$ cat config.mk
export PLATFORM = sky130hd
export DESIGN_NAME = isq_mem
export DESIGN_NICKNAME = d
export VERILOG_FILES = /design/src/sv/interval_set_merge_query_macros.svh /design/src/sv/isq_pkg.sv /design/src/sv/isq_mem.sv
export SDC_FILE = /design/constraint.sdc
export NUM_CORES = 2
export LEC_CHECK = 0
export ABC_AREA = 0
export BUFFER_PORTS_ARGS = -buffer_cell sky130_fd_sc_hd__buf_2
export CORE_ASPECT_RATIO = 1.1
export CORE_MARGIN = 2
export CORE_UTILIZATION = 35
export CTS_CLUSTER_DIAMETER = 60
export DETAILED_ROUTE_END_ITERATION = 8
export HOLD_SLACK_MARGIN = 0.1
export PLACE_DENSITY_LB_ADDON = 0.3
export SLEW_MARGIN = 20
export SYNTH_ARGS = -nofsm -noshare
export SYNTH_HDL_FRONTEND = slang
export SYNTH_SLANG_ARGS = --single-unit
$ cat constraint.sdc
create_clock -name aclk -period 5.54 [get_ports aclk]
set_clock_uncertainty 0.05 [all_clocks]
set_input_delay 0 -clock aclk [delete_from_list [all_inputs] [get_ports aclk]]
set_output_delay 0 -clock aclk [all_outputs]
set_load 0.02 [all_outputs]
$ cat src/sv/interval_set_merge_query_macros.svh
// assertion helpers, clocked on aclk and disabled while aresetn is low
`ifndef INTERVAL_SET_MERGE_QUERY_MACROS_SVH
`define INTERVAL_SET_MERGE_QUERY_MACROS_SVH

// same-cycle implication
`define ISQ_ASSERT_IMP(lbl, a, b) \
    lbl: assert property (@(posedge aclk) disable iff (!aresetn) (a) |-> (b)) \
        else $error("isq assertion failed");

// next-cycle implication
`define ISQ_ASSERT_NXT(lbl, a, b) \
    lbl: assert property (@(posedge aclk) disable iff (!aresetn) (a) |=> (b)) \
        else $error("isq assertion failed");

`endif

$ cat src/sv/isq_pkg.sv
// ----------------------------------------------------------------------------
// isq_pkg
// types and constants of the interval set merge and query block
// ----------------------------------------------------------------------------
`default_nettype none

package isq_pkg;

    localparam logic [31:0] MODULUS   = 32'd1000000007;
    localparam logic [31:0] MODULUS_2 = 32'd2000000014;

    localparam logic [1:0] STATUS_OK    = 2'd0;
    localparam logic [1:0] STATUS_FULL  = 2'd1;
    localparam logic [1:0] STATUS_RANGE = 2'd2;

    localparam logic MODE_INSERT = 1'b0;
    localparam logic MODE_QUERY  = 1'b1;

    typedef struct packed {
        logic               mode;
        logic signed [31:0] lo;
        logic signed [31:0] hi;
    } in_word_t;

    typedef struct packed {
        logic [29:0] sum_mod;
        logic [1:0]  status;
    } out_word_t;

    typedef struct packed {
        logic signed [31:0] ival_start;
        logic signed [31:0] ival_end;
    } entry_t;

    typedef enum logic [3:0] {
        S_IDLE,
        S_INS_RD,
        S_INS_EVAL,
        S_DECIDE,
        S_MV_RD,
        S_MV_WR,
        S_PUT,
        S_FINISH,
        S_Q_RD,
        S_Q_EVAL,
        S_Q_MUL,
        S_OUT
    } state_t;

endpackage

`default_nettype wire

$ cat src/sv/isq_mem.sv
// ----------------------------------------------------------------------------
// isq_mem
// interval table memory, one write port, one registered read port
// ----------------------------------------------------------------------------
`default_nettype none

module isq_mem #(
    parameter int DEPTH = 64,
    parameter int AW    = 6
) (
    input  logic            aclk,
    input  logic            we,
    input  logic [AW-1:0]   waddr,
    input  isq_pkg::entry_t wdata,
    input  logic [AW-1:0]   raddr,
    output isq_pkg::entry_t rdata
);
    import isq_pkg::*;

    entry_t mem [DEPTH];

    always_ff @(posedge aclk) begin
        if (we) begin
            mem[waddr] <= wdata;
        end
    end

    always_ff @(posedge aclk) begin
        rdata <= mem[raddr];
    end

endmodule

`default_nettype wire

# Word level (Yosys, flattened, before mapping)

Memories as Yosys holds them, arrays and structs flattened. A register that Yosys moved wholly into a read port is not among the register bits.
Index checks and enable logic that the tools add are counted.

Memories: 1
Input bits: 78
Bits in registers: 0
Bits in writable memories: 4096

Memory list:

| memory | words | width | rd ports | clocked after memory_dff | write ports | RTL line      | source |
|---|---|---|---|---|---|---|---|
| mem    | 64    | 64    | 1        | 1                        | 1           | isq_mem.sv:20 | `entry_t mem [DEPTH];` |

Mux-type cells: 2

Operator list:

| cell   | number |
|---|---|
| $mux 1 | 2 |

# Logic depth before layout (Yosys ltp)

Word-level depth: 2
Gate-level depth with buffers: 9
Mapped depth without buffers: 5

# Worst setup path before layout

Ideal clock, no wire load.

Path kind: input -> register
Start: input waddr[3]
End: memory mem[48][0] in the netlist's numbering (enable)
Arrival time: 4872 ps
Buffers on the path: 1
Library setup time: 564 ps
Data required time: 4926 ps
Setup slack: 54 ps
Cell stages on the path: 4
Path through: clkbuf_1 -> nor2b_1 -> nand4b_1 -> nor3_1

RTL lines:

| what               | RTL line      | source |
|---|---|---|
| start: declaration | isq_mem.sv:13 | `input logic [AW-1:0] waddr,` |
| end: declaration   | isq_mem.sv:20 |  |

No word-level cell before the write port.

# Worst setup path in the final report

Start: input waddr[4]
End: memory mem[50][40] in the netlist's numbering (enable)

No word-level cell before the write port.

==> run metrics <==
Vias per Instance=5.585; Remaining DRCs=0; num ports=142; final slew viol count=0; Syn. warnings=0; Pleak=55.21 nW; wire per inst=33.30 um; RSZ-0062 raised after global routing=false; initial core utilization=35.13%; CTS tree=yes; Final period util=63.42%; Die Y=705.0 um; fmax=0.2846 GHz; die area=452100 um2; Avg Inst Size Synth=23.70 um2; Fin. Hold Viols=0; Reg clk slew, reported paths=60 ps; layout cell share with drive strength beyond 1=27.65%; global route total overflow=0; vias in the first global route=75880; post-CTS sizing=0; DIE WIDTH=641.3 um; total CTS buffers=397; Antenna Nets Post-Route=0; setup violators final=0; Cells after Synth=6598; Worst Setup End Kind=flop; drt pass-1 iters=5; Synth cell types=33; Core Rows=257; Post-CTS Setup Bufs=0; CTS H-tree lvls=5; Worst-Skew Late Latency=960 ps; # port buffers=141; Setup TNS Final=0 ps; cts hold-fix bufs=86; gp weighted congestion=0.7765; Pwr per Cell Area=363.4 nW/um2; minimum clock period=3514 ps; worst-margin pin slew=1146 ps; synthesized flop and latch total=4160; Final nets=7149; relative slew slack=23.43%; GR Util All Layers=19.41%; sequential area share after synthesis=79.49%; initial antenna violation count=27; Core ar.=445000 um2; maximum vdd drop=0.2728 mV; status=finished clean; Root Buffer=clkbuf_16; DP HPWL=227700 um; placed inst area=165800 um2; Area Overhead vs Synth=15.02%; overall power=65.36 mW; MaxCap Viol Count=0; WP data arrival=3990 ps; syn_nets=6676; Final Cell Area=179800 um2; via count=74690; CP Class=in2reg; Worst EP required=6020 ps; clock sinks=4160; DR iter-0 viols=8855; worst-path maximum fanout=25; Netlist Area Pre-Place=156300 um2; HP Class=in2reg; largest net degree at the start of global routing=106; Max Root-Sink Buffers=4; first-pass GRT wire length=616400 um; routed wire length=445300 um; CP Launch Type=input pin
## synth_stat cells, drive strengths merged
cell type	instances	share of area, %
a211oi	63	0.30
a22o	88	0.49
a22oi	168	0.81
a2bb2oi	19	0.11
a31o	1	0.0056
a31oi	18	0.072
a41oi	26	0.15
and2	3	0.012
and3	64	0.26
buf	230	0.80
clkbuf	140	0.34
dfxtp	64	0.82
edfxtp	4096	79
inv	19	0.046
mux2i	135	0.86
mux4	1024	15
nand2	58	0.14
nand2b	11	0.044
nand3	45	0.14
nand3b	2	0.0096
nand4	2	0.0080
nand4b	1	0.0056
nor2	112	0.27
nor2b	28	0.11
nor3	2	0.0064
o221ai	38	0.21
o22ai	83	0.33
or2	28	0.11
or3	29	0.12
or3b	1	0.0056
## through the flow
stage               std cells  setup WS, ps  hold slack, ps  utilization (%)
CTS                     13350          2136           214.8            40.36
global placement        12540          2072           367.5            37.26
global route            13370          2028           76.80            40.41
floorplan                6598         54.01           48.87                -
detailed placement      12540          2093           367.5            37.26
finish                  13370          2026           70.63            40.41
## kinds of logic (layout without fill, tap and decap cells)
| group | Yosys count | after routing | synth area share [%] |
|---|---|---|---|
| muxes | 1159 | 1159 | 15.61 |
| and+or+nand+nor | 386 | 386 | 1.240 |
| buffers and inverters | 389 | 1195 | 1.180 |
| DFF | 4160 | 4160 | 79.49 |
| other | 0 | 11 | 0 |
| AOI/OAI and AO/OA | 504 | 504 | 2.477 |
## layer usage
layer	vias to the layer above	GRT usage, %	wire (um)	part of all wire (%)
met4	2	5.440	12310	2.8
met5	-	0	9	0.0020
met3	607	2.257	26100	5.9
met1	41650	25.58	176700	40
met2	3000	33.87	230200	52
li1	29430	-	-	-
## worst paths after layout
| kind | slack (ps) | to | from | depth (start not counted) |
|---|---|---|---|---|
| setup / recovery | 2030 | mem[50][40] | waddr[4] | 9 |
| hold / removal | 70 | mem[28][43] | wdata[43] | 2 |
| setup reg to reg | 3030 | rdata[14] | mem[12][14] | 6 |
| hold reg to reg | 780 | rdata[62] | mem[54][62] | 4 |
## state kept, by name, indices dropped and copies added, names as in the netlist
signal,count
mem,4096
rdata,64
## critical path: stages
cell	delay, ps
dlygate4sd3_1	580
buf_2	180
nor2b_1	230
dlygate4sd3_1	590
nand4b_1	230
dlygate4sd3_1	720
nor2_4	140
buf_4	450
buf_4	730
## placed cells by master, fill, tap and decap left out, types with 4 or more instances in the layout
cell type,instances
a31oi_1,18
nor2_1,47
buf_12,81
a2bb2oi_1,19
mux4_2,1024
clkbuf_1,93
dfxtp_1,64
inv_1,19
edfxtp_1,4096
nor2b_1,24
buf_2,117
a22oi_1,168
or2_2,28
nor2b_4,4
a22o_1,88
nor2_4,65
a211oi_1,63
inv_6,6
diode_2,11
clkbuf_16,402
a41oi_1,26
inv_16,5
o22ai_1,83
nand2_1,55
and3_1,64
clkinv_1,79
or3_1,29
dlygate4sd3_1,89
mux2i_1,135
clkinv_2,63
clkinvlp_4,15
bufinv_16,39
clkbuf_8,18
o221ai_1,38
nand3_1,45
clkinv_4,4
buf_4,155
clkinv_16,4
nand2b_1,8
## where the power goes
part           leakage (nW)  switching [mW]  internal, mW
logic                  11.5            1.96          1.14
registers              37.4           0.174          34.8
clock network          6.28            11.8          15.4
total                  55.2            13.9          51.4
## cell type report
type | count | area, um2
Inverter | 19 | 71.32
Sequential cell | 4160 | 124300
Clock inverter | 219 | 2263
Clock buffer | 513 | 10660
Antenna cell | 11 | 27.53
Tap cell | 5957 | 7453
Timing Repair Buffer | 444 | 4292
Fill cell | 38850 | 265200
Multi-Input combinational cell | 2049 | 30790
Power figures use the tool's default switching activity.
