<file path="src/sv/interval_set_merge_query_macros.svh">
// assertion helpers, clocked on aclk and disabled while aresetn is low
`ifndef INTERVAL_SET_MERGE_QUERY_MACROS_SVH
`define INTERVAL_SET_MERGE_QUERY_MACROS_SVH

// same-cycle implication
`define ISQ_ASSERT_IMP(lbl, a, b) \
    lbl: assert property (@(posedge aclk) disable iff (!aresetn) (a) |-> (b)) \
        else $error("isq assertion failed");

// next-cycle implication
`define ISQ_ASSERT_NXT(lbl, a, b) \
    lbl: assert property (@(posedge aclk) disable iff (!aresetn) (a) |=> (b)) \
        else $error("isq assertion failed");

`endif

</file>
<file path="src/sv/isq_pkg.sv">
// ----------------------------------------------------------------------------
// isq_pkg
// types and constants of the interval set merge and query block
// ----------------------------------------------------------------------------
`default_nettype none

package isq_pkg;

    localparam logic [31:0] MODULUS   = 32'd1000000007;
    localparam logic [31:0] MODULUS_2 = 32'd2000000014;

    localparam logic [1:0] STATUS_OK    = 2'd0;
    localparam logic [1:0] STATUS_FULL  = 2'd1;
    localparam logic [1:0] STATUS_RANGE = 2'd2;

    localparam logic MODE_INSERT = 1'b0;
    localparam logic MODE_QUERY  = 1'b1;

    typedef struct packed {
        logic               mode;
        logic signed [31:0] lo;
        logic signed [31:0] hi;
    } in_word_t;

    typedef struct packed {
        logic [29:0] sum_mod;
        logic [1:0]  status;
    } out_word_t;

    typedef struct packed {
        logic signed [31:0] ival_start;
        logic signed [31:0] ival_end;
    } entry_t;

    typedef enum logic [3:0] {
        S_IDLE,
        S_INS_RD,
        S_INS_EVAL,
        S_DECIDE,
        S_MV_RD,
        S_MV_WR,
        S_PUT,
        S_FINISH,
        S_Q_RD,
        S_Q_EVAL,
        S_Q_MUL,
        S_OUT
    } state_t;

endpackage

`default_nettype wire

</file>
<file path="src/sv/isq_trimod.sv">
// ----------------------------------------------------------------------------
// isq_trimod
// len*(len+1)/2 mod 1000000007, shift-and-add over 33 multiplier bits
// ----------------------------------------------------------------------------
`default_nettype none

module isq_trimod (
    input  logic        aclk,
    input  logic        aresetn,
    input  logic        start,
    input  logic [32:0] len,
    output logic        done,
    output logic [29:0] prod
);
    import isq_pkg::*;

    logic [32:0] x_reg, x_next;
    logic [29:0] y_reg, y_next;
    logic [29:0] acc_reg, acc_next;
    logic [5:0]  cnt_reg, cnt_next;
    logic        busy_reg, busy_next;
    logic        done_reg, done_next;

    logic [32:0] len_p1;
    logic [32:0] big;
    logic [31:0] small_raw;
    logic [31:0] small_red;
    logic [31:0] t;
    logic [31:0] t_red;

    always_comb begin
        len_p1 = len + 33'd1;
        // the even one of len and len+1 is halved
        if (!len[0]) begin
            big       = len_p1;
            small_raw = len[32:1];
        end else begin
            big       = len;
            small_raw = len_p1[32:1];
        end
        if (small_raw >= MODULUS_2) begin
            small_red = small_raw - MODULUS_2;
        end else if (small_raw >= MODULUS) begin
            small_red = small_raw - MODULUS;
        end else begin
            small_red = small_raw;
        end

        t = {1'b0, acc_reg, 1'b0} + (x_reg[32] ? {2'b00, y_reg} : 32'd0);
        if (t >= MODULUS_2) begin
            t_red = t - MODULUS_2;
        end else if (t >= MODULUS) begin
            t_red = t - MODULUS;
        end else begin
            t_red = t;
        end

        x_next    = x_reg;
        y_next    = y_reg;
        acc_next  = acc_reg;
        cnt_next  = cnt_reg;
        busy_next = busy_reg;
        done_next = 1'b0;
        if (start) begin
            x_next    = big;
            y_next    = small_red[29:0];
            acc_next  = '0;
            cnt_next  = 6'd33;
            busy_next = 1'b1;
        end else if (busy_reg) begin
            x_next   = {x_reg[31:0], 1'b0};
            acc_next = t_red[29:0];
            cnt_next = cnt_reg - 6'd1;
            if (cnt_reg == 6'd1) begin
                busy_next = 1'b0;
                done_next = 1'b1;
            end
        end
    end

    always_ff @(posedge aclk) begin
        if (!aresetn) begin
            busy_reg <= 1'b0;
            done_reg <= 1'b0;
            cnt_reg  <= '0;
        end else begin
            busy_reg <= busy_next;
            done_reg <= done_next;
            cnt_reg  <= cnt_next;
        end
    end

    always_ff @(posedge aclk) begin
        x_reg   <= x_next;
        y_reg   <= y_next;
        acc_reg <= acc_next;
    end

    assign done = done_reg;
    assign prod = acc_reg;

endmodule

`default_nettype wire

</file>
<file path="config.mk">
export PLATFORM = sky130hd
export DESIGN_NAME = isq_trimod
export DESIGN_NICKNAME = d
export VERILOG_FILES = /design/src/sv/interval_set_merge_query_macros.svh /design/src/sv/isq_pkg.sv /design/src/sv/isq_trimod.sv
export SDC_FILE = /design/constraint.sdc
export NUM_CORES = 1
export LEC_CHECK = 0
export BUFFER_PORTS_ARGS = -buffer_cell sky130_fd_sc_hd__buf_4
export CORE_MARGIN = 5
export CORE_UTILIZATION = 60
export CTS_CLUSTER_DIAMETER = 30
export DETAILED_ROUTE_END_ITERATION = 16
export PLACE_DENSITY_LB_ADDON = 0.08
export SKIP_LAST_GASP = 1
export SLEW_MARGIN = 25
export SYNTH_ARGS = -nofsm -noshare
export SYNTH_HDL_FRONTEND = slang
export SYNTH_SLANG_ARGS = --single-unit
</file>
<file path="constraint.sdc">
create_clock -name aclk -period 9.4 [get_ports aclk]
set_clock_uncertainty 0.15 [all_clocks]
set_input_delay 0.94 -clock aclk [delete_from_list [all_inputs] [get_ports aclk]]
set_output_delay 0.94 -clock aclk [all_outputs]
set_load 0.02 [all_outputs]
</file>
---- Yosys cells after proc, flatten, opt, wreduce, memory -nomap -nowiden ----
Index checks and enable logic that the tools add are counted.
storage, ports and cells
  register bits after elaboration ......... 101
  latch bits .............................. 0
  RAM bits ................................ 0
  bits in read-only memories .............. 0
  bits of input ports ..................... 36
  output and inout bits ................... 31
  logic and storage cells ................. 39
  memories ................................ 0
operators by class
  $add $sub $neg .......................... 7
  $mul .................................... 0
  divide/modulo/power cells ............... 0
  $lt $le $gt $ge ......................... 4
  eq/ne operators ......................... 1
  shifts and indexed selects .............. 0
  mux-type cells .......................... 15
  bitwise gates (word level) .............. 2
  reductions and logical operators ........ 3
operators with widths
  kind                      number
  $mux W30                  5
  $sub A30 B30 Y30 const B  4
  $mux W33                  3
  $ge A32 B30 Y1 const B    2
  $ge A32 B31 Y1 const B    2
  $add A33 B1 Y33 const B   1
  $add A31 B30 Y32          1
  $mux W32                  1
  $mux W6                   2
  $eq A6 B1 Y1 const B      1
  $sub A6 B1 Y6 const B     1
  $mux W1                   4
  $reduce_or A3 Y1          1
  $not A1 Y1                2
  $reduce_bool A2 Y1        1
  $reduce_or A2 Y1          1

---- Logic depth before layout (Yosys ltp) ----
  depth in word-level cells ............... 5
  mapped depth ............................ 19
  mapped depth without buffers ............ 16

---- Worst setup path after synthesis ----
No wires, ideal clock.
  kind .................................... register to register
  start point ............................. register x_reg[32]
  end point ............................... register acc_reg[8], in the netlist prod[8]
  setup time .............................. 0.117 ns
  data arrival time ....................... 4.371 ns
  required time ........................... 9.133 ns
  path slack .............................. 4.762 ns
  stages on the path, launching flop included .. 18
  buffers on the path ..................... 1
  clock period less this slack ............ 4.638 ns
  cells stage by stage .................... edfxtp_1 > clkbuf_1 > and2_1 > ha_1 > inv_1 > fa_1 > and2b_1 > o211a_1 > o21bai_1 > a211o_1 > a221oi_4 > nor2_1 > a2111o_1 > a31oi_2 > o21a_2 > o2111ai_1 > or3_1 > a32o_1
between the ends
  longest elaborated chain between the ends .. 5
  elaborated cells between the ends (all ways) .. 8
  those cells by class .................... add/sub: 3; order compare: 2; mux: 3
ends and longest elaborated chain
  what                                                line                                RTL
  start: declaration                                  isq_trimod.sv:17                    logic [32:0] x_reg, x_next;
  start signal: assignment                            isq_trimod.sv:94                    x_reg <= x_next;
  $mux W30 *                                          isq_trimod.sv:49                    t = {1'b0, acc_reg, 1'b0} + (x_reg[32] ? {2'b00, y_reg} : 32'd0);
  $add A31 B30 Y32 *                                  isq_trimod.sv:49
  $sub A30 B30 Y30 or $ge A32 B30 Y1 (tied branches)  isq_trimod.sv:53, isq_trimod.sv:52
  $mux W30                                            isq_trimod.sv:52                    end else if (t >= MODULUS) begin
  $mux W30 *                                          isq_trimod.sv:50                    if (t >= MODULUS_2) begin
  end signal: assignment                              isq_trimod.sv:96                    acc_reg <= acc_next;
  end: declaration                                    isq_trimod.sv:19                    logic [29:0] acc_reg, acc_next;
Every way passes the cells marked *; elsewhere a longest branch is shown, timed or not.
A chain may end at the register's enable or synchronous reset.

---- Final worst setup path ----
  start point ............................. register x_reg[32]
  end point ............................... register acc_reg[10], in the netlist prod[10]
Same word-level chain as after synthesis.

==> impl_metrics.env <==
export IMPL_status="finished clean"
export IMPL_synth_compound_area_share_pct=26.13
export IMPL_fillers=1434
export IMPL_grt_pass1_wl_mm=42.92
export IMPL_worst_slew_pin_slew_ns=0.8576
export IMPL_end_kind="flop"
export IMPL_largest_reg_flops=33
export IMPL_routed_wl_mm=26.17
export IMPL_drt_pass1_iterations=5
export IMPL_slew_violations=0
export IMPL_synth_simple_area_share_pct=25.34
export IMPL_setup_tns_ns=0
export IMPL_cts_num_sinks=101
export IMPL_power_density_nw_per_um2=147.3
export IMPL_grt_pass1_vias=8769
export IMPL_yosys_register_bits=101
export IMPL_cap_violations=0
export IMPL_numCtsBuffers=9
export IMPL_synth_edff_count=63
export IMPL_post_cts_buffers=0
export IMPL_fp_dieH_um=138.2
export IMPL_syn_nets=1307
export IMPL_syn_instance_count=1231
export IMPL_worst_r2r_path_depth=16
export IMPL_row_count=46
export IMPL_synth_xor_area_share_pct=9.326
export IMPL_cp_startpoint="x_reg[32]"
export IMPL_syn_avg_cell_area_um2=8.010
export IMPL_synth_most_common_cell="nand2_1"
export IMPL_grt_max_degree=58
export IMPL_cts_root_buf="clkbuf_16"
export IMPL_synth_top_family_by_area="compound AO/OA/AOI/OAI gates"
export IMPL_maxSlewHeadroom_pct=42.22
export IMPL_seq_area_frac_synth_pct=26.90
export IMPL_post_route_util_pct=66.78
export IMPL_hold_class="flop to flop"
export IMPL_fmax_ghz=0.1760
export IMPL_post_route_min_period_ns=5.681
export IMPL_setup_viol=0
export IMPL_grt_usage_pct=26.56
export IMPL_synthArstFlopShare_pct=0
export IMPL_timing_rr_end="prod[10]"
export IMPL_grt_antenna_before_repair=0
export IMPL_clockBufferDepth=2
export IMPL_ys_warn_count=0
export IMPL_yosysTopAreaCell="edfxtp_1"
export IMPL_min_path_cells=2
export IMPL_rsz0062_at_grt="false"
export IMPL_antenna_cells=0
export IMPL_p_leak_nw=3.986
export IMPL_syn_to_final_growth_pct=8.361
export IMPL_tritoncts="done"
export IMPL_io_pins=67
export IMPL_synth_top_cell_area_share_pct=19.19
export IMPL_cts_resized=0
export IMPL_cts_clk_slew_worst_paths_ns=0.07
export IMPL_synthAdderAreaFrac_pct=5.152
export IMPL_synth_area_leaders="edfxtp_1 19%, dfxtp_1 7.7%, xnor2_1 6.5%"
export IMPL_io_buffer_count=66
export IMPL_core_area_um2=16000
export IMPL_crit_type="flop to flop"
export IMPL_drc=0
export IMPL_synth_flop_cell="edfxtp_1"
export IMPL_rrSetupSlack_ns=3.72
export IMPL_start_util_pct=61.63
export IMPL_clk_latency_ns=0.37
export IMPL_synth_common_cells="109 x nand2_1, 107 x nor2_1, 77 x a21oi_1, 73 x o21ai_0, 73 x xnor2_1"
export IMPL_cts_hold_buffers_added=0
export IMPL_grt_overflow=0
export IMPL_synth_mux_area_share_pct=2.538
export IMPL_arrival_ns=5.78
export IMPL_vias_per_cell=6.419
export IMPL_hold_path_endpoint="cnt_reg[1]"
export IMPL_fin_crit_sh_pct=60.44
export IMPL_layout_drive_gt1_share_pct=11.64
export IMPL_netlist_area_um2=9861
export IMPL_final_nets=1325
export IMPL_setup_ws_ns=3.719
export IMPL_dpl_worst_slack_ns=3.764
export IMPL_post_drt_wl_per_cell_um=17.80
export IMPL_htreeDepth=3
export IMPL_drtIter0Drc=886
export IMPL_synth_cell_type_count=96
export IMPL_die_area_um2=19100
export IMPL_ir_drop_uv=101.8
export IMPL_startpoint_type="flop"
export IMPL_min_delay_start="cnt_reg[1]"
export IMPL_hold_violations=0
export IMPL_worstPathMaxFanout=31
export IMPL_required_ns=9.50
export IMPL_die_x_um=138.2
export IMPL_r2r_start="x_reg[32]"
export IMPL_hpwl_mm=20.34
export IMPL_place_congestion=0.9904
export IMPL_vias=9436
export IMPL_ant_nets=0
==> cells by family (layout without fill, tap and decap cells) <==
family / after synthesis / after routing
compound gates: 368 / 368
xor+xnor: 105 / 105
fa+ha+maj: 40 / 40
buf+inv: 107 / 130
flops: 101 / 101
mux: 23 / 23
simple gates: 487 / 487
==> metrics by stage <==
stage	instances	area, um2	hold WS, ns	total power [mW]
finish	1470	10690	0.3621	1.574
global route	1470	10690	0.4045	1.668
CTS	1470	10690	0.3689	1.571
detailed placement	1454	10390	0.3566	1.181
global placement	1454	10390	0.3362	1.175
floorplan	1231	9861	0.3185	1.022
==> worst max-delay path by stage <==
stage	slack (ns)	to
3_5_place_dp	3.76	prod[10]
2_1_floorplan	4.76	prod[8]
3_3_place_gp	3.75	prod[10]
5_1_grt	3.32	prod[10]
4_1_cts	3.72	prod[10]
6_report	3.72	prod[10]
==> worst max-delay path, cell delays in order, from the launching register on <==
cell and delay [ns]:
edfxtp_1 0.65, and2_1 0.25, ha_1 0.21, inv_1 0.08
fa_1 0.23, and2b_1 0.24, o211ai_2 0.26, a21boi_1 0.13
o311ai_1 0.44, mux2_2 0.43, a41oi_1 0.33, nand2_1 0.16
a211oi_2 0.46, o21a_1 0.58, nand2_1 0.38, o2111a_1 0.34
a221o_1 0.25
==> final cells by class <==
type	instances	area [um2]	area share (%)
clock buffers	9	225.2	2.108
clock inverters	7	71.32	0.6675
inverters	39	146.4	1.370
multi-input cells	1023	6756	63.23
flip-flops and latches	101	2653	24.82
well taps	216	270.3	2.529
repair buffers	75	563.0	5.269
==> per-layer routing <==
metal	global-route usage, %	wire [um]
met2	44.73	12100
met4	8.424	647
met5	0	0
met3	4.690	1715
met1	34.80	11710
==> cell usage in the layout, fill, tap and decap left out, drive strengths merged, types with 32 or more instances in the layout <==
master,synthesis,routed
nand2,110,110
nor2,107,107
o21ai,79,79
a21oi,78,78
buf,29,75
xnor2,73,73
edfxtp,63,63
nand3,46,46
and2,43,43
inv,39,42
ha,39,39
dfxtp,38,38
nor3,33,33
nand4,32,32
xor2,32,32
==> report_power, final <==
| part | total, mW | switching, mW | leakage, nW | internal, mW |
|---|---|---|---|---|
| logic | 0.626 | 0.396 | 2.91 | 0.229 |
| registers | 0.561 | 0.0319 | 0.932 | 0.529 |
| clock network | 0.387 | 0.179 | 0.147 | 0.208 |
| total | 1.57 | 0.607 | 3.99 | 0.966 |
Note: power is estimated with default switching activity, not from simulation.
